File: config.mk
export PLATFORM = sky130hd
export DESIGN_NAME = json_string_escaper_flat
export DESIGN_NICKNAME = d
export VERILOG_FILES = /design/src/hw/rtl/jse_pkg.sv /design/src/hw/rtl/jse_if.sv /design/src/hw/rtl/jse_front.sv /design/src/hw/rtl/jse_fifo.sv /design/src/hw/rtl/jse_back.sv /design/src/hw/rtl/json_string_escaper.sv /design/src/flat_wrapper.sv
export SDC_FILE = /design/constraint.sdc
export NUM_CORES = 1
export LEC_CHECK = 0
export BUFFER_PORTS_ARGS = -buffer_cell sky130_fd_sc_hd__buf_2
export CORE_ASPECT_RATIO = 0.7
export CORE_MARGIN = 2
export CORE_UTILIZATION = 40
export CTS_CLUSTER_DIAMETER = 120
export DETAILED_ROUTE_END_ITERATION = 8
export GPL_TIMING_DRIVEN = 0
export PLACE_DENSITY_LB_ADDON = 0.08
export SETUP_SLACK_MARGIN = 0.15
export SLEW_MARGIN = 10
export SYNTH_ARGS = -nofsm -noshare
export SYNTH_HDL_FRONTEND = slang
export SYNTH_SLANG_ARGS = --single-unit
export TNS_END_PERCENT = 30
File: constraint.sdc
create_clock -name i_clk -period 6.92 [get_ports i_clk]
set_input_delay 0.346 -clock i_clk [delete_from_list [all_inputs] [get_ports i_clk]]
set_output_delay 0.346 -clock i_clk [all_outputs]
set_load 0.03 [all_outputs]
File: src/hw/rtl/jse_pkg.sv
`timescale 1ns / 1ps
// jse_pkg: shared types, character codes and escape tables for the json string escaper
// no dependencies; used by jse_front, jse_back and json_string_escaper

package jse_pkg;

    // configuration register indexes
    localparam logic CFG_CAPACITY = 1'b0;
    localparam logic CFG_MEASURE  = 1'b1;

    localparam logic [7:0] CH_QUOTE  = 8'h22;
    localparam logic [7:0] CH_BSLASH = 8'h5C;
    localparam logic [7:0] CH_BS     = 8'h08;
    localparam logic [7:0] CH_FF     = 8'h0C;
    localparam logic [7:0] CH_LF     = 8'h0A;
    localparam logic [7:0] CH_CR     = 8'h0D;
    localparam logic [7:0] CH_TAB    = 8'h09;
    localparam logic [7:0] CH_SPACE  = 8'h20;
    localparam logic [7:0] CH_LOW_B  = 8'h62;
    localparam logic [7:0] CH_LOW_F  = 8'h66;
    localparam logic [7:0] CH_LOW_N  = 8'h6E;
    localparam logic [7:0] CH_LOW_R  = 8'h72;
    localparam logic [7:0] CH_LOW_T  = 8'h74;
    localparam logic [7:0] CH_LOW_U  = 8'h75;
    localparam logic [7:0] CH_ZERO   = 8'h30;
    localparam logic [7:0] CH_UP_A   = 8'h41;

    localparam logic [2:0] LEN_PLAIN = 3'd1;
    localparam logic [2:0] LEN_SHORT = 3'd2;
    localparam logic [2:0] LEN_HEX   = 3'd6;

    // one classified byte as it travels from front to back
    typedef struct packed {
        logic [7:0] raw;
        logic [2:0] len;
        logic       emit;
        logic       trunc;
    } t_esc;

    localparam int ESC_W = $bits(t_esc);

    function automatic logic [7:0] hex_digit(input logic [3:0] v);
        logic [7:0] d;
        d = (v < 4'd10) ? (CH_ZERO + {4'd0, v}) : (CH_UP_A + {4'd0, v} - 8'd10);
        return d;
    endfunction

    function automatic logic [2:0] esc_len(input logic [7:0] b);
        logic [2:0] n;
        case (b)
            CH_QUOTE, CH_BSLASH, CH_BS, CH_FF, CH_LF, CH_CR, CH_TAB: n = LEN_SHORT;
            default: n = (b >= CH_SPACE) ? LEN_PLAIN : LEN_HEX;
        endcase
        return n;
    endfunction

    // second byte of a two-byte escape
    function automatic logic [7:0] short_code(input logic [7:0] b);
        logic [7:0] c;
        case (b)
            CH_BS:   c = CH_LOW_B;
            CH_FF:   c = CH_LOW_F;
            CH_LF:   c = CH_LOW_N;
            CH_CR:   c = CH_LOW_R;
            CH_TAB:  c = CH_LOW_T;
            default: c = b;
        endcase
        return c;
    endfunction

    // byte at position idx of the escape of b
    function automatic logic [7:0] esc_byte(input logic [7:0] b, input logic [2:0] len,
                                            input logic [2:0] idx);
        logic [7:0] o;
        if (len == LEN_PLAIN) begin
            o = b;
        end else if (len == LEN_SHORT) begin
            o = (idx == 3'd0) ? CH_BSLASH : short_code(b);
        end else begin
            case (idx)
                3'd0:    o = CH_BSLASH;
                3'd1:    o = CH_LOW_U;
                3'd2:    o = CH_ZERO;
                3'd3:    o = CH_ZERO;
                3'd4:    o = hex_digit(b[7:4]);
                default: o = hex_digit(b[3:0]);
            endcase
        end
        return o;
    endfunction

endpackage

File: src/hw/rtl/jse_if.sv
`timescale 1ns / 1ps
// jse_if: valid/ready channel interfaces for input bytes, result beats and config writes
// no dependencies

interface jse_in_if;
    logic       valid;
    logic       ready;
    logic [7:0] in_byte;
    logic       end_of_string;
    modport source (output valid, output in_byte, output end_of_string, input ready);
    modport sink   (input valid, input in_byte, input end_of_string, output ready);
endinterface

interface jse_out_if;
    logic        valid;
    logic        ready;
    logic [7:0]  out_byte;
    logic        byte_valid;
    logic        run_last;
    logic [31:0] used_count;
    logic        truncated;
    modport source (output valid, output out_byte, output byte_valid, output run_last,
                    output used_count, output truncated, input ready);
    modport sink   (input valid, input out_byte, input byte_valid, input run_last,
                    input used_count, input truncated, output ready);
endinterface

interface jse_cfg_if;
    logic        valid;
    logic        ready;
    logic        index;
    logic [31:0] data;
    modport source (output valid, output index, output data, input ready);
    modport sink   (input valid, input index, input data, output ready);
endinterface

File: src/hw/rtl/jse_front.sv
`timescale 1ns / 1ps
// jse_front: config registers, byte classification, capacity check and position tracking
// depends on jse_pkg and jse_if

module jse_front #(
    parameter int COUNT_WIDTH = 32
) (
    input  logic                            i_clk,
    input  logic                            i_rst_n,
    jse_in_if.sink                          i_in,
    jse_cfg_if.sink                         i_cfg,
    input  logic                            i_q_ready,
    output logic                            o_q_valid,
    output logic [COUNT_WIDTH+jse_pkg::ESC_W-1:0] o_q_data
);

    localparam int CW = COUNT_WIDTH;
    localparam int WW = ((CW > 32) ? CW : 32) + 1;

    logic [31:0]   r_capacity;
    logic          r_measure;
    logic [CW-1:0] r_pos, n_pos;
    logic          r_stop, n_stop;

    logic [2:0]    len;
    logic [WW-1:0] sum_w, cap_w, max_w, capm_w;
    logic          fits;
    logic [CW-1:0] count;
    jse_pkg::t_esc esc;
    logic          take;

    assign i_cfg.ready = 1'b1;
    assign i_in.ready  = i_q_ready;
    assign o_q_valid   = i_in.valid;
    assign take        = i_in.valid && i_q_ready;

    always_ff @(posedge i_clk) begin
        if (!i_rst_n) begin
            r_capacity <= 32'd0;
            r_measure  <= 1'b0;
        end else if (i_cfg.valid) begin
            case (i_cfg.index)
                jse_pkg::CFG_CAPACITY: r_capacity <= i_cfg.data;
                jse_pkg::CFG_MEASURE:  r_measure  <= i_cfg.data[0];
                default: ;
            endcase
        end
    end

    always_comb begin
        len    = jse_pkg::esc_len(i_in.in_byte);
        sum_w  = WW'(r_pos) + WW'(len);
        cap_w  = WW'(r_capacity);
        max_w  = WW'({CW{1'b1}});
        capm_w = (cap_w < max_w) ? cap_w : max_w;
        fits   = (sum_w <= capm_w);

        n_pos     = r_pos;
        n_stop    = r_stop;
        esc.raw   = i_in.in_byte;
        esc.len   = len;
        esc.emit  = 1'b0;
        esc.trunc = 1'b1;
        count     = r_pos;
        if (r_measure) begin
            // saturating length count
            n_pos     = (sum_w > max_w) ? {CW{1'b1}} : sum_w[CW-1:0];
            esc.trunc = r_stop;
            count     = n_pos;
        end else if (!r_stop) begin
            if (fits) begin
                n_pos     = sum_w[CW-1:0];
                esc.emit  = 1'b1;
                esc.trunc = 1'b0;
                count     = r_pos + CW'(1);
            end else begin
                n_stop = 1'b1;
            end
        end
        if (i_in.end_of_string) begin
            n_pos  = '0;
            n_stop = 1'b0;
        end
    end

    assign o_q_data = {count, esc};

    always_ff @(posedge i_clk) begin
        if (!i_rst_n) begin
            r_pos  <= '0;
            r_stop <= 1'b0;
        end else if (take) begin
            r_pos  <= n_pos;
            r_stop <= n_stop;
        end
    end

endmodule

File: src/hw/rtl/jse_fifo.sv
`timescale 1ns / 1ps
// jse_fifo: small show-ahead queue of classified bytes between front and back
// no dependencies

module jse_fifo #(
    parameter int DATA_W = 8,
    parameter int DEPTH  = 4
) (
    input  logic              i_clk,
    input  logic              i_rst_n,
    input  logic              i_push,
    input  logic [DATA_W-1:0] i_data,
    output logic              o_ready,
    input  logic              i_pop,
    output logic              o_valid,
    output logic [DATA_W-1:0] o_data
);

    localparam int AW = (DEPTH > 1) ? $clog2(DEPTH) : 1;
    localparam int CNT_W = $clog2(DEPTH + 1);

    logic [DATA_W-1:0] r_mem [DEPTH];
    logic [AW-1:0]     r_wr, r_rd;
    logic [CNT_W-1:0]  r_cnt;
    logic              do_push, do_pop;

    assign o_ready = (r_cnt != CNT_W'(DEPTH));
    assign o_valid = (r_cnt != '0);
    assign o_data  = r_mem[r_rd];
    assign do_push = i_push && o_ready;
    assign do_pop  = i_pop && o_valid;

    always_ff @(posedge i_clk) begin
        if (do_push) begin
            r_mem[r_wr] <= i_data;
        end
    end

    always_ff @(posedge i_clk) begin
        if (!i_rst_n) begin
            r_wr  <= '0;
            r_rd  <= '0;
            r_cnt <= '0;
        end else begin
            if (do_push) begin
                r_wr <= (r_wr == AW'(DEPTH - 1)) ? '0 : r_wr + AW'(1);
            end
            if (do_pop) begin
                r_rd <= (r_rd == AW'(DEPTH - 1)) ? '0 : r_rd + AW'(1);
            end
            if (do_push && !do_pop) begin
                r_cnt <= r_cnt + CNT_W'(1);
            end else if (do_pop && !do_push) begin
                r_cnt <= r_cnt - CNT_W'(1);
            end
        end
    end

endmodule

File: src/hw/rtl/jse_back.sv
`timescale 1ns / 1ps
// jse_back: expands each classified byte into its result beats through an output register
// depends on jse_pkg and jse_if

module jse_back #(
    parameter int COUNT_WIDTH = 32
) (
    input  logic                            i_clk,
    input  logic                            i_rst_n,
    input  logic                            i_q_valid,
    input  logic [COUNT_WIDTH+jse_pkg::ESC_W-1:0] i_q_data,
    output logic                            o_q_pop,
    jse_out_if.source                       o_out
);

    localparam int CW = COUNT_WIDTH;
    localparam int SW = (CW > 32) ? CW : 32;

    jse_pkg::t_esc esc;
    logic [CW-1:0] base;
    logic [2:0]    r_idx;
    logic          take, last;
    logic [SW-1:0] wide;
    logic [31:0]   shown;
    logic [7:0]    obyte;

    logic          r_ov;
    logic [7:0]    r_byte;
    logic          r_bv, r_last, r_trunc;
    logic [31:0]   r_used;

    assign esc  = jse_pkg::t_esc'(i_q_data[jse_pkg::ESC_W-1:0]);
    assign base = i_q_data[CW+jse_pkg::ESC_W-1:jse_pkg::ESC_W];

    always_comb begin
        take  = i_q_valid && (!r_ov || o_out.ready);
        last  = !esc.emit || (r_idx == esc.len - 3'd1);
        obyte = esc.emit ? jse_pkg::esc_byte(esc.raw, esc.len, r_idx) : 8'd0;
        // count shown on this beat, held at the 32-bit maximum
        wide  = esc.emit ? SW'(base + CW'(r_idx)) : SW'(base);
        shown = (wide > SW'(32'hFFFF_FFFF)) ? 32'hFFFF_FFFF : wide[31:0];
    end

    assign o_q_pop = take && last;

    always_ff @(posedge i_clk) begin
        if (!i_rst_n) begin
            r_ov  <= 1'b0;
            r_idx <= 3'd0;
        end else begin
            if (take) begin
                r_ov  <= 1'b1;
                r_idx <= last ? 3'd0 : r_idx + 3'd1;
            end else if (o_out.ready) begin
                r_ov <= 1'b0;
            end
        end
    end

    always_ff @(posedge i_clk) begin
        if (take) begin
            r_byte  <= obyte;
            r_bv    <= esc.emit;
            r_last  <= last;
            r_trunc <= esc.trunc;
            r_used  <= shown;
        end
    end

    assign o_out.valid      = r_ov;
    assign o_out.out_byte   = r_byte;
    assign o_out.byte_valid = r_bv;
    assign o_out.run_last   = r_last;
    assign o_out.used_count = r_used;
    assign o_out.truncated  = r_trunc;

endmodule

File: src/hw/rtl/json_string_escaper.sv
`timescale 1ns / 1ps
// json_string_escaper: top level joining front, byte queue and back
// depends on jse_pkg, jse_if, jse_front, jse_fifo, jse_back
//
//  port    dir   beat carries
//  i_in    in    in_byte, end_of_string
//  o_out   out   out_byte, byte_valid, run_last, used_count, truncated
//  i_cfg   in    index (0 capacity, 1 measure mode), data
//
// a plain byte gives one result beat, a short escape two, a \u00XX escape six;
// the back emits one beat per cycle while o_out is ready, so sustained rate is one byte
// per cycle for printable text; an escaped byte holds the back until all its beats are out.
// the front takes a byte every cycle while the four-entry queue has room.
// synchronous active-low reset clears position, stop flag, registers and queue.
// o_out is registered: a stalled sink holds the beat while the front keeps filling.

module json_string_escaper #(
    parameter int COUNT_WIDTH = 32
) (
    input  logic       i_clk,
    input  logic       i_rst_n,
    jse_in_if.sink     i_in,
    jse_cfg_if.sink    i_cfg,
    jse_out_if.source  o_out
);

    localparam int QW = COUNT_WIDTH + jse_pkg::ESC_W;

    logic          push_valid, push_ready;
    logic [QW-1:0] push_data;
    logic          head_valid, pop;
    logic [QW-1:0] head_data;

    jse_front #(.COUNT_WIDTH(COUNT_WIDTH)) u_front (
        .i_clk     (i_clk),
        .i_rst_n   (i_rst_n),
        .i_in      (i_in),
        .i_cfg     (i_cfg),
        .i_q_ready (push_ready),
        .o_q_valid (push_valid),
        .o_q_data  (push_data)
    );

    jse_fifo #(.DATA_W(QW), .DEPTH(4)) u_fifo (
        .i_clk   (i_clk),
        .i_rst_n (i_rst_n),
        .i_push  (push_valid),
        .i_data  (push_data),
        .o_ready (push_ready),
        .i_pop   (pop),
        .o_valid (head_valid),
        .o_data  (head_data)
    );

    jse_back #(.COUNT_WIDTH(COUNT_WIDTH)) u_back (
        .i_clk     (i_clk),
        .i_rst_n   (i_rst_n),
        .i_q_valid (head_valid),
        .i_q_data  (head_data),
        .o_q_pop   (pop),
        .o_out     (o_out)
    );

    // a real output byte never comes from a stopped string
    a_valid_not_trunc: assert property (@(posedge i_clk) disable iff (!i_rst_n)
        o_out.valid && o_out.byte_valid |-> !o_out.truncated)
        else $error("valid byte flagged truncated");

    // an empty beat is always the only beat of its byte
    a_invalid_last: assert property (@(posedge i_clk) disable iff (!i_rst_n)
        o_out.valid && !o_out.byte_valid |-> o_out.run_last)
        else $error("empty beat not last");

    // input is refused only while the queue is full, so never while it is empty
    a_ready_full: assert property (@(posedge i_clk) disable iff (!i_rst_n)
        !i_in.ready |-> head_valid)
        else $error("input stalled with empty queue");

endmodule

File: src/flat_wrapper.sv
// flat-port wrapper written by rule: the top's interface ports become plain ports
module json_string_escaper_flat 
#(
    parameter int COUNT_WIDTH = 32
)
  (i_clk, i_rst_n, i_in_valid, i_in_in_byte, i_in_end_of_string, i_in_ready, i_cfg_valid, i_cfg_index, i_cfg_data, i_cfg_ready, o_out_valid, o_out_out_byte, o_out_byte_valid, o_out_run_last, o_out_used_count, o_out_truncated, o_out_ready);
  jse_in_if i_in_i ();
  jse_cfg_if i_cfg_i ();
  jse_out_if o_out_i ();
  input  logic i_clk;
  input  logic i_rst_n;
  input wire logic [$bits(i_in_i.valid)-1:0] i_in_valid;
  input wire logic [$bits(i_in_i.in_byte)-1:0] i_in_in_byte;
  input wire logic [$bits(i_in_i.end_of_string)-1:0] i_in_end_of_string;
  output wire logic [$bits(i_in_i.ready)-1:0] i_in_ready;
  input wire logic [$bits(i_cfg_i.valid)-1:0] i_cfg_valid;
  input wire logic [$bits(i_cfg_i.index)-1:0] i_cfg_index;
  input wire logic [$bits(i_cfg_i.data)-1:0] i_cfg_data;
  output wire logic [$bits(i_cfg_i.ready)-1:0] i_cfg_ready;
  output wire logic [$bits(o_out_i.valid)-1:0] o_out_valid;
  output wire logic [$bits(o_out_i.out_byte)-1:0] o_out_out_byte;
  output wire logic [$bits(o_out_i.byte_valid)-1:0] o_out_byte_valid;
  output wire logic [$bits(o_out_i.run_last)-1:0] o_out_run_last;
  output wire logic [$bits(o_out_i.used_count)-1:0] o_out_used_count;
  output wire logic [$bits(o_out_i.truncated)-1:0] o_out_truncated;
  input wire logic [$bits(o_out_i.ready)-1:0] o_out_ready;
  assign i_in_i.valid = i_in_valid;
  assign i_in_i.in_byte = i_in_in_byte;
  assign i_in_i.end_of_string = i_in_end_of_string;
  assign i_in_ready = i_in_i.ready;
  assign i_cfg_i.valid = i_cfg_valid;
  assign i_cfg_i.index = i_cfg_index;
  assign i_cfg_i.data = i_cfg_data;
  assign i_cfg_ready = i_cfg_i.ready;
  assign o_out_valid = o_out_i.valid;
  assign o_out_out_byte = o_out_i.out_byte;
  assign o_out_byte_valid = o_out_i.byte_valid;
  assign o_out_run_last = o_out_i.run_last;
  assign o_out_used_count = o_out_i.used_count;
  assign o_out_truncated = o_out_i.truncated;
  assign o_out_i.ready = o_out_ready;
  json_string_escaper #(.COUNT_WIDTH(COUNT_WIDTH)) u_core (.i_clk(i_clk), .i_rst_n(i_rst_n), .i_in(i_in_i), .i_cfg(i_cfg_i), .o_out(o_out_i));
endmodule
==> flow_summary.toml, run 1 <==
[synthesis]
ys_warn_count = 0
syn_nets = 1443
synthCells = 1335
synth_edf_count = 223
synthesis.area_um2 = 15300
avgSynthCellArea_um2 = 11.5
async_reset_ff_frac = 0
synth_seq_area_share = 0.540
synth_cell_type_count = 73
synth_ff_type = "edfxtp_1"
ys_seq_elements = 302

[routing]
wire_per_inst_um = 21.2
met1_length_um = 21400
met2WireLength_um = 17200
vias = 11037
drc_errors = 0
drt_pass1_iterations = 6
routed_wl_um = 41900
routed-wl-met3_um = 2750
ant_nets = 0
dr.max_layer_used = "met4"
dr.first_iter.drc_count = 1155
viasPerCell = 5.58

[clock_tree]
clockBufferDepth = 3
cts_tree = "done"
path_clk_slew_ps = 60
root_buffer = "clkbuf_16"
clock_latency_ps = 590
cts.sinks = 302
htreeDepth = 1
cts_buffers = 31

[sta]
worst_pin_slew_ps = 932
tns_ps = 0
fin_crit_ps = 6340
post-route-period-util = 0.916
relSlewSlack = 0.376
final_max_slew_viol_count = 0
hold_viol = 0
rsz0062_at_grt = "no"
skew_ps = 21.7
setup-violations-final = 0
fmax_ghz = 0.158

[worst_setup_path]
worstSetupStartpoint = "i_in_in_byte[6]"
r2r-end = "u_core.u_fifo.r_mem[1][27]$_DFFE_PP_"
cp.arrival_ps = 6590
reg2reg_from = "u_core.u_front.r_pos[0]$_SDFFE_PN0P_"
cp-start-kind = "primary input"
end_kind = "flip-flop"
cp.required_ps = 7170
path_class = "primary input to flip-flop"
r2r_slack_ps = 960
critPathCapture = "u_core.u_fifo.r_mem[1][27]$_DFFE_PP_"
crit_fanout = 10
worstRegToRegCells = 19

[finish]
n_fill_cell = 3429
area_growth_pct = 14.2
final_nets = 1573
drive_gt1_frac = 0.160
fin_area_um2 = 17500

[pwr]
leakagePower_nw = 6.37
p_total_mw = 5.67
p_per_area_nw_per_um2 = 324
vdd_drop_max_v = 0.000182

[floorplanning]
std_cell_rows = 59
die_x_um = 238
initial_utilization = 0.409
io_pins = 93
die_h_um = 168
dieArea_um2 = 39900
core-area_um2 = 37400

[global_route]
antenna_found_initial = 0
grt_max_degree = 46
grtUsageTotal = 0.210
grt_pass1_vias = 10504
grt_first_pass_wirelength_um = 64000
grt_overflow_total = 0

[job]
max_cap_violations = 0

[placed_design]
dp_hpwl_um = 31000
port_buffers = 90
place_congestion = 0.949
place_area_um2 = 16400

[outcome]
status = "complete, no violations"

[worst_hold_path]
hold-path-cell-count = 3
hold_class = "primary input to flip-flop"
through the flow:
stage	cells	worst slack, ps	util	hold WS (ps)
final	1977	584	0.468	21.1
after global routing	1976	148	0.468	12.6
after CTS	1976	320	0.467	0.226
after detailed placement	1915	-990	0.439	460
after global placement	1913	-1060	0.438	456
after floorplan	1335	1400	-	442
critical path, cell delays in order:
cell and delay (ps):
buf_2 140, or2_2 310, nor3_1 160, o21bai_1 140
o21ai_2 350, inv_1 180, ha_1 250, fa_1 470
a21oi_1 330, or3_1 340, nor2_1 190, nand2_2 230
nor4_4 90, xnor2_1 160, ha_1 320, a21oi_1 60
o21ai_0 570, a211oi_1 100, and4_1 240, a221o_1 330
buf_6 150, buf_2 190, a32oi_1 470, o21ai_0 120
o21ai_0 330
per-layer routing:
metal  up-vias  global-route usage
li1       5161                   -
met1      5489               0.337
met2       343               0.293
met3        44              0.0402
met4         0              0.0364
met5         -                   0
flip-flops by register name, summed over array words and instances (netlist names), 2 cells and up, named ones only:
register / count
u_core.u_fifo.r_mem: 180
u_core.u_front.r_pos: 32
u_core.u_back.r_idx: 3
u_core.u_back.o_out.out_byte: 8
u_core.u_fifo.r_wr: 2
u_core.u_back.o_out.used_count: 32
u_core.u_fifo.r_rd: 2
u_core.u_fifo.r_cnt: 3
u_core.u_front.r_capacity: 32
where the power goes:
part,internal [mW],leakage (nW),switching [mW]
registers,2.28,2.73,0.0748
logic,0.580,3.17,1.11
clock network,0.915,0.470,0.707
total,3.78,6.37,1.89
layout by cell type, fill, tap and decap left out, types with 10 or more instances in the layout:
master     netlist  routed
edfxtp_1       223     223
nand2_1        176     175
buf_2           14     104
dfxtp_1         79      79
inv_1           72      71
o21ai_0         68      67
nor2_1          66      66
a21oi_1         59      59
ha_1            58      58
clkbuf_1        40      45
mux4_2          44      44
xnor2_1         43      43
a21boi_0        39      39
xor2_1          36      36
nand3_1         33      33
clkbuf_16        0      31
nor3_1          25      24
nand4_1         18      18
a21boi_1        18      18
and3_1          20      16
nor2b_1         13      13
or3_1           12      12
and2_1          11      11
a22oi_1         10      10
cells by family after synthesis:
kind of cell / count (synthesis) / share of synthesized area
and+or+nand+nor: 409 / 0.128
DFF: 302 / 0.540
AOI/OAI and AO/OA: 285 / 0.123
buffers and inverters: 145 / 0.0420
xor gates and xnor gates: 79 / 0.0451
adders and majority gates: 61 / 0.0513
muxes: 53 / 0.0706
other: 1 / 0.000245
final cells by class:
cell class	instances	area, um^2	share of cell area
sequential	302	8280	0.473
multi-input combinational	888	6460	0.369
clock buffer	39	826	0.0472
tap	488	611	0.0349
timing repair buffer	97	541	0.0309
buffer	72	370	0.0212
inverter	73	274	0.0157
clock inverter	17	141	0.00808
antenna	1	2.50	0.000143
cells in the mapped netlist, types with 36 or more instances:
cell type | number | area share
nor2_1 | 66 | 0.016
inv_1 | 72 | 0.018
xnor2_1 | 43 | 0.025
ha_1 | 58 | 0.047
nand2_1 | 176 | 0.043
a21boi_0 | 39 | 0.019
dfxtp_1 | 79 | 0.10
o21ai_0 | 68 | 0.022
xor2_1 | 36 | 0.021
a21oi_1 | 59 | 0.019
mux4_2 | 44 | 0.065
edfxtp_1 | 223 | 0.44
clkbuf_1 | 40 | 0.0098
worst min path at each step:
stage	startpoint	to	slack [ps]
2_1_floorplan	u_core.u_front.r_capacity[0]$_SDFFE_PN0P_	u_core.u_front.r_capacity[0]$_SDFFE_PN0P_	440
3_3_place_gp	u_core.u_front.r_capacity[14]$_SDFFE_PN0P_	u_core.u_front.r_capacity[14]$_SDFFE_PN0P_	460
3_5_place_dp	u_core.u_front.r_capacity[7]$_SDFFE_PN0P_	u_core.u_front.r_capacity[7]$_SDFFE_PN0P_	460
4_1_cts	i_cfg_data[5]	u_core.u_front.r_capacity[5]$_SDFFE_PN0P_	0.2
5_1_grt	i_cfg_data[13]	u_core.u_front.r_capacity[13]$_SDFFE_PN0P_	10
6_report	i_cfg_data[13]	u_core.u_front.r_capacity[13]$_SDFFE_PN0P_	20
timing repair:
| item | 4_1_cts | 5_1_grt |
|---|---|---|
| pin swaps | 0 | 0 |
| setup endpoints to repair | 139 | 150 |
| cloned | 0 | 0 |
| hold endpoints to repair | 8 | 0 |
| hold buffers | 5 | 0 |
| resized for setup | 3 | 7 |
| setup buffers | 0 | 0 |
(Power assumes the default switching activity.)
==> run 2: changes to the inputs <==
- ABC_AREA: unset -> 1
==> flow_summary.toml, run 2 <==
[pwr]
vdd_drop_max_v = 0.000244
netSwitchingPower_mw = 3.05
power.internal_mw = 4.27
p_total_mw = 7.32
seqPwrFrac = 0.358
p_per_area_nw_per_um2 = 393
leakagePower_nw = 7.74
power_switching_share = 0.417
pwr-share-comb = 0.416
clkPwrFrac = 0.226

[finish]
antenna_cells = 0
area_growth_pct = 15.0
top_register = "u_core.u_fifo.r_mem"
layout_common_cells = "478 x nand2_1, 223 x edfxtp_1, 197 x inv_1, 183 x nor2_1, 130 x o21ai_0"
final_nets = 2139
largest_reg_flops = 180
layout.cells.most_common = "nand2_1"
drive_gt1_frac = 0.108

[synthesis]
synth.top_cell.area_share = 0.413
synth_cell_type_count = 49
avgSynthCellArea_um2 = 8.57
synth.most_common_cell = "nand2_1"
ys_warn_count = 0
synth_ff_type = "edfxtp_1"
synthTopCellsByCount = "478 x nand2_1, 223 x edfxtp_1, 197 x inv_1, 188 x nor2_1, 130 x o21ai_0"
synth_seq_area_share = 0.510
synth_edf_count = 223
async_reset_ff_frac = 0
synth_area_leaders = "edfxtp_1 41%, nand2_1 11%, dfxtp_1 9.8%"
syn_nets = 2001
synthCells = 1893
ys_seq_elements = 302
synth_top_area_cell = "edfxtp_1"
synthesis.area_um2 = 16200

[global_route]
grt_overflow_total = 0
antenna_found_initial = 0
grt_pass1_vias = 12418
grt_max_degree = 26
grt_first_pass_wirelength_um = 78200
grtUsageTotal = 0.248

[sta]
relSlewSlack = 0.282
setup_ws_ps = 523
rsz0062_at_grt = "no"
worst_pin_slew_ps = 1070
skew_ps = 23.1
tns_ps = 0
setup-violations-final = 0
hold_viol = 0
fin_crit_ps = 6400
final_max_slew_viol_count = 0
post-route-period-util = 0.924
fmax_ghz = 0.156

[routing]
routed_wl_um = 52200
ant_nets = 0
drt_pass1_iterations = 6
viasPerCell = 5.26
dr.first_iter.drc_count = 1508
wire_per_inst_um = 20.2
drc_errors = 0
vias = 13625

[job]
max_cap_violations = 0

[clock_tree]
root_buffer = "clkbuf_16"
htreeDepth = 1
clockBufferDepth = 3
path_clk_slew_ps = 70
cts_tree = "done"
cts_buffers = 31
clock_latency_ps = 580
cts.sinks = 302

[outcome]
status = "complete, no violations"

[worst_setup_path]
cp-start-kind = "primary input"
end_kind = "flip-flop"
path_class = "primary input to flip-flop"
r2r_slack_ps = 1700
cp.required_ps = 7210
crit_fanout = 10
cp.arrival_ps = 6690

[floorplanning]
die_x_um = 245
initial_utilization = 0.407
io_pins = 93
std_cell_rows = 61
core-area_um2 = 39800
die_h_um = 172
dieArea_um2 = 42200

[worst_hold_path]
hold_class = "primary input to flip-flop"

[placed_design]
place_congestion = 0.994
pre_cts_ws_ps = 38.9
port_buffers = 90
dp_hpwl_um = 39700
==> run 2: kinds of logic (layout without fill, tap and decap cells) <==
logic type | Yosys count | count (layout) | share of synthesized area
AO/OA/AOI/OAI | 314 | 314 | 0.107
XOR/XNOR | 78 | 78 | 0.0421
adder cells (fa/ha/maj) | 61 | 61 | 0.0485
buffers and inverters | 282 | 444 | 0.0703
flip-flops | 302 | 302 | 0.510
other | 1 | 1 | 0.000231
AND/OR/NAND/NOR | 855 | 855 | 0.221
==> run 2: cell type report <==
type / instances / area (um^2)
Sequential cell: 302 / 8280
Clock inverter: 26 / 214
Tap cell: 535 / 669
Fill cell: 3992 / 21200
Clock buffer: 31 / 776
Inverter: 201 / 754
Multi-Input combinational cell: 1309 / 6850
Timing Repair Buffer: 105 / 723
Buffer: 81 / 385
==> run 2: metal layers <==
metal  up-vias  wire [um]  track usage
li1       6608          -            -
met2       503      20000        0.343
met3        55       4830       0.0577
met4         0        941       0.0445
met5         -          0            0
met1      6459      26400        0.389
==> run 2: path summary, 6_finish.rpt <==
| path | startpoint | cells after the start | to |
|---|---|---|---|
| worst max-delay path | i_in_in_byte[2] | 28 | u_core.u_fifo.r_mem[2][44]$_DFFE_PP_ |
| worst min-delay path | i_in_in_byte[7] | 1 | u_core.u_fifo.r_mem[0][12]$_DFFE_PP_ |
| worst max register to register | flip-flop | 22 | u_core.u_back.o_out.used_count[28]$_DFFE_PP_ |
| worst min register to register | u_core.u_front.r_capacity[3]$_SDFFE_PN0P_ | 2 | u_core.u_front.r_capacity[3]$_SDFFE_PN0P_ |
==> run 2: worst max-delay path, cell delays in order <==
cell and delay (ps):
dlygate4sd3_1 510, buf_2 140, inv_1 50, o41ai_1 230, nand4_1 170, o21ai_0 440, inv_1 270, ha_1 320
fa_1 470, nand3_1 100, nand2_1 270, nand3_1 230, inv_1 150, nand2_1 160, inv_1 80, nand2_1 70
xor2_1 420, ha_1 340, a21oi_1 120, o21ai_0 90, a21oi_1 160, nor2_1 100, nor2_4 130, nand3_4 210
nand2_4 210, buf_2 290, nand3_1 100, a31oi_1 470
==> run 2: repair_timing <==
item	4_1_cts	5_1_grt
gates resized for setup	0	1
setup endpoints to repair	0	120
hold buffers	2	0
buffers inserted	0	3
hold endpoints to repair	5	0
==> run 2: per-stage QoR <==
stage          instances  cell area, um^2  utilization  hold slack (ps)
2_1_floorplan       1893            16200            -              433
3_3_place_gp        2518            17300        0.435              455
3_5_place_dp        2528            17600        0.442              451
4_1_cts             2587            18600        0.467            0.434
5_1_grt             2590            18600        0.468             22.3
6_report            2590            18600        0.468             31.9
==> run 2: power by group through the flow <==
stage	registers (mW)	logic [mW]	clock network, mW
finish	2.62	3.05	1.65
CTS	2.62	3.04	1.69
global placement	2.69	2.93	0
floorplan	2.93	1.72	0
global route	2.65	3.39	1.76
detailed placement	2.66	3.02	0
==> run 3: changes to the inputs <==
- CELL_PAD_IN_SITES_DETAIL_PLACEMENT: unset -> 1
- CELL_PAD_IN_SITES_GLOBAL_PLACEMENT: unset -> 1
- RECOVER_POWER: unset -> 50
- SLEW_MARGIN: 10 -> unset
==> flow_summary.toml, run 3 (synthesized netlist as in run 2, its figures left out) <==
[finish]
antenna_cells = 0
layout_common_cells = "478 x nand2_1, 223 x edfxtp_1, 197 x inv_1, 188 x nor2_1, 129 x o21ai_0"
fin_cells = 2583
largest_reg_flops = 180
post-route-util = 0.462
drive_gt1_frac = 0.0742
top_register = "u_core.u_fifo.r_mem"
layout.cells.most_common = "nand2_1"
area_growth_pct = 13.4
final_nets = 2133

[placed_design]
pre_cts_ws_ps = -294
port_buffers = 90
dpl.cell_count = 2524
dp_hpwl_um = 44000
place_congestion = 0.965

[sta]
hold_viol = 0
fmax_ghz = 0.157
setup_ws_ps = 543
post-route-period-util = 0.922
worst_pin_slew_ps = 2590
skew_ps = 27.7
relSlewSlack = -0.737
rsz0062_at_grt = "no"
fin_crit_ps = 6380
setup-violations-final = 0
final_max_slew_viol_count = 173

[worst_setup_path]
cp-start-kind = "primary input"
r2r_slack_ps = 1460
cp_slowest_cell = "fa_1"
cp.required_ps = 7170
critPathBufInv = 4
worstSetupStartpoint = "i_in_in_byte[6]"
crit_fanout = 10
cpPeakStageDelay_ps = 470
reg2reg_from = "u_core.u_front.r_pos[14]$_SDFFE_PN0P_"
worstRegToRegCells = 18
cp.arrival_ps = 6630
end_kind = "flip-flop"
path_class = "primary input to flip-flop"
r2r-end = "u_core.u_fifo.r_mem[1][14]$_DFFE_PP_"
cp_common_cell = "nand2_1"
cp_top_family = "simple AND/OR/NAND/NOR gates"

[clock_tree]
cts.sinks = 302
htreeDepth = 2
root_buffer = "clkbuf_16"
post_cts_buffers = 0
clockBufferDepth = 3
cts_resized = 0
path_clk_slew_ps = 60
cts_hold_buf = 0
cts_buffers = 34
clock_latency_ps = 540
cts_tree = "done"

[routing]
viasPerCell = 5.39
routed_wl_um = 57100
ant_nets = 0
vias = 13922
wire_per_inst_um = 22.1
met2WireLength_um = 23500
dr.max_layer_used = "met4"
met1_length_um = 28000
routed-wl-met3_um = 4450
drc_errors = 0
drt_pass1_iterations = 5
dr.first_iter.drc_count = 1044

[global_route]
grt_max_degree = 28
grtUsageTotal = 0.272
antenna_found_initial = 1
grt_overflow_total = 0
grt_pass1_vias = 13696
grt_first_pass_wirelength_um = 85100

[outcome]
status = "complete, but fails checks"
violations = "capacitance limit, slew limit"

[floorplanning]
die_h_um = 172
core-area_um2 = 39800
dieArea_um2 = 42200
io_pins = 93
std_cell_rows = 61
die_x_um = 245
initial_utilization = 0.407

[pwr]
vdd_drop_max_v = 0.000208
leakagePower_nw = 7.52
p_per_area_nw_per_um2 = 406

[worst_hold_path]
hold_class = "primary input to flip-flop"
min-delay-start = "i_cfg_data[0]"
hold-path-cell-count = 3
holdPathEnd = "u_core.u_front.r_capacity[0]$_SDFFE_PN0P_"

[job]
max_cap_violations = 7
==> run 3: cell types whose count changed in the layout (fill, tap and decap cells not counted), sizes merged <==
cell,change
dlygate4sd3,-2
clkinvlp,-1
clkinv,-3
buf,-63
clkbuf,+62
==> run 3: metrics by stage <==
step / hold WS (ps) / cell area [um^2] / setup TNS [ps] / power [mW]
2_1_floorplan: 433 / 16200 / 0 / 4.65
3_3_place_gp: 448 / 17300 / -1150 / 5.67
3_5_place_dp: 455 / 17500 / -2810 / 5.78
4_1_cts: 30.3 / 18600 / 0 / 7.56
5_1_grt: 89.6 / 18400 / 0 / 7.92
6_report: 52.7 / 18400 / 0 / 7.47
==> run 3: per-layer routing <==
layer,track usage,up-vias
met5,0,-
met3,0.0706,69
met4,0.0597,0
met1,0.399,6897
met2,0.402,371
li1,-,6585
==> run 3: worst min-delay path: stages <==
cell and delay (ps):
buf_2 90, nor2_1 40, nor2_1 80
==> run 3: worst max-delay path by stage <==
stage / to / slack, ps / cells past startpoint
floorplan: u_core.u_fifo.r_mem[0][26]$_DFFE_PP_ / 2270 / 27
global placement: u_core.u_fifo.r_mem[0][44]$_DFFE_PP_ / -190 / 23
detailed placement: u_core.u_fifo.r_mem[0][44]$_DFFE_PP_ / -290 / 23
CTS: u_core.u_fifo.r_mem[3][44]$_DFFE_PP_ / 230 / 23
global route: u_core.u_fifo.r_mem[1][14]$_DFFE_PP_ / 210 / 25
finish: u_core.u_fifo.r_mem[1][14]$_DFFE_PP_ / 540 / 25
==> run 3: layout make-up <==
class | count | area, um^2
fillers | 4835 | 21500
flip-flops and latches | 302 | 8280
multi-input cells | 1309 | 6810
clock buffers | 37 | 862
inverters | 201 | 754
well taps | 535 | 669
repair buffers | 96 | 440
plain buffers | 81 | 385
clock inverters | 22 | 195
==> run 3: power breakdown <==
part           total [mW]  internal, mW  switching [mW]
Sequential           2.66          2.49           0.167
Combinational        3.05         0.784            2.26
Clock                1.77          1.01           0.753
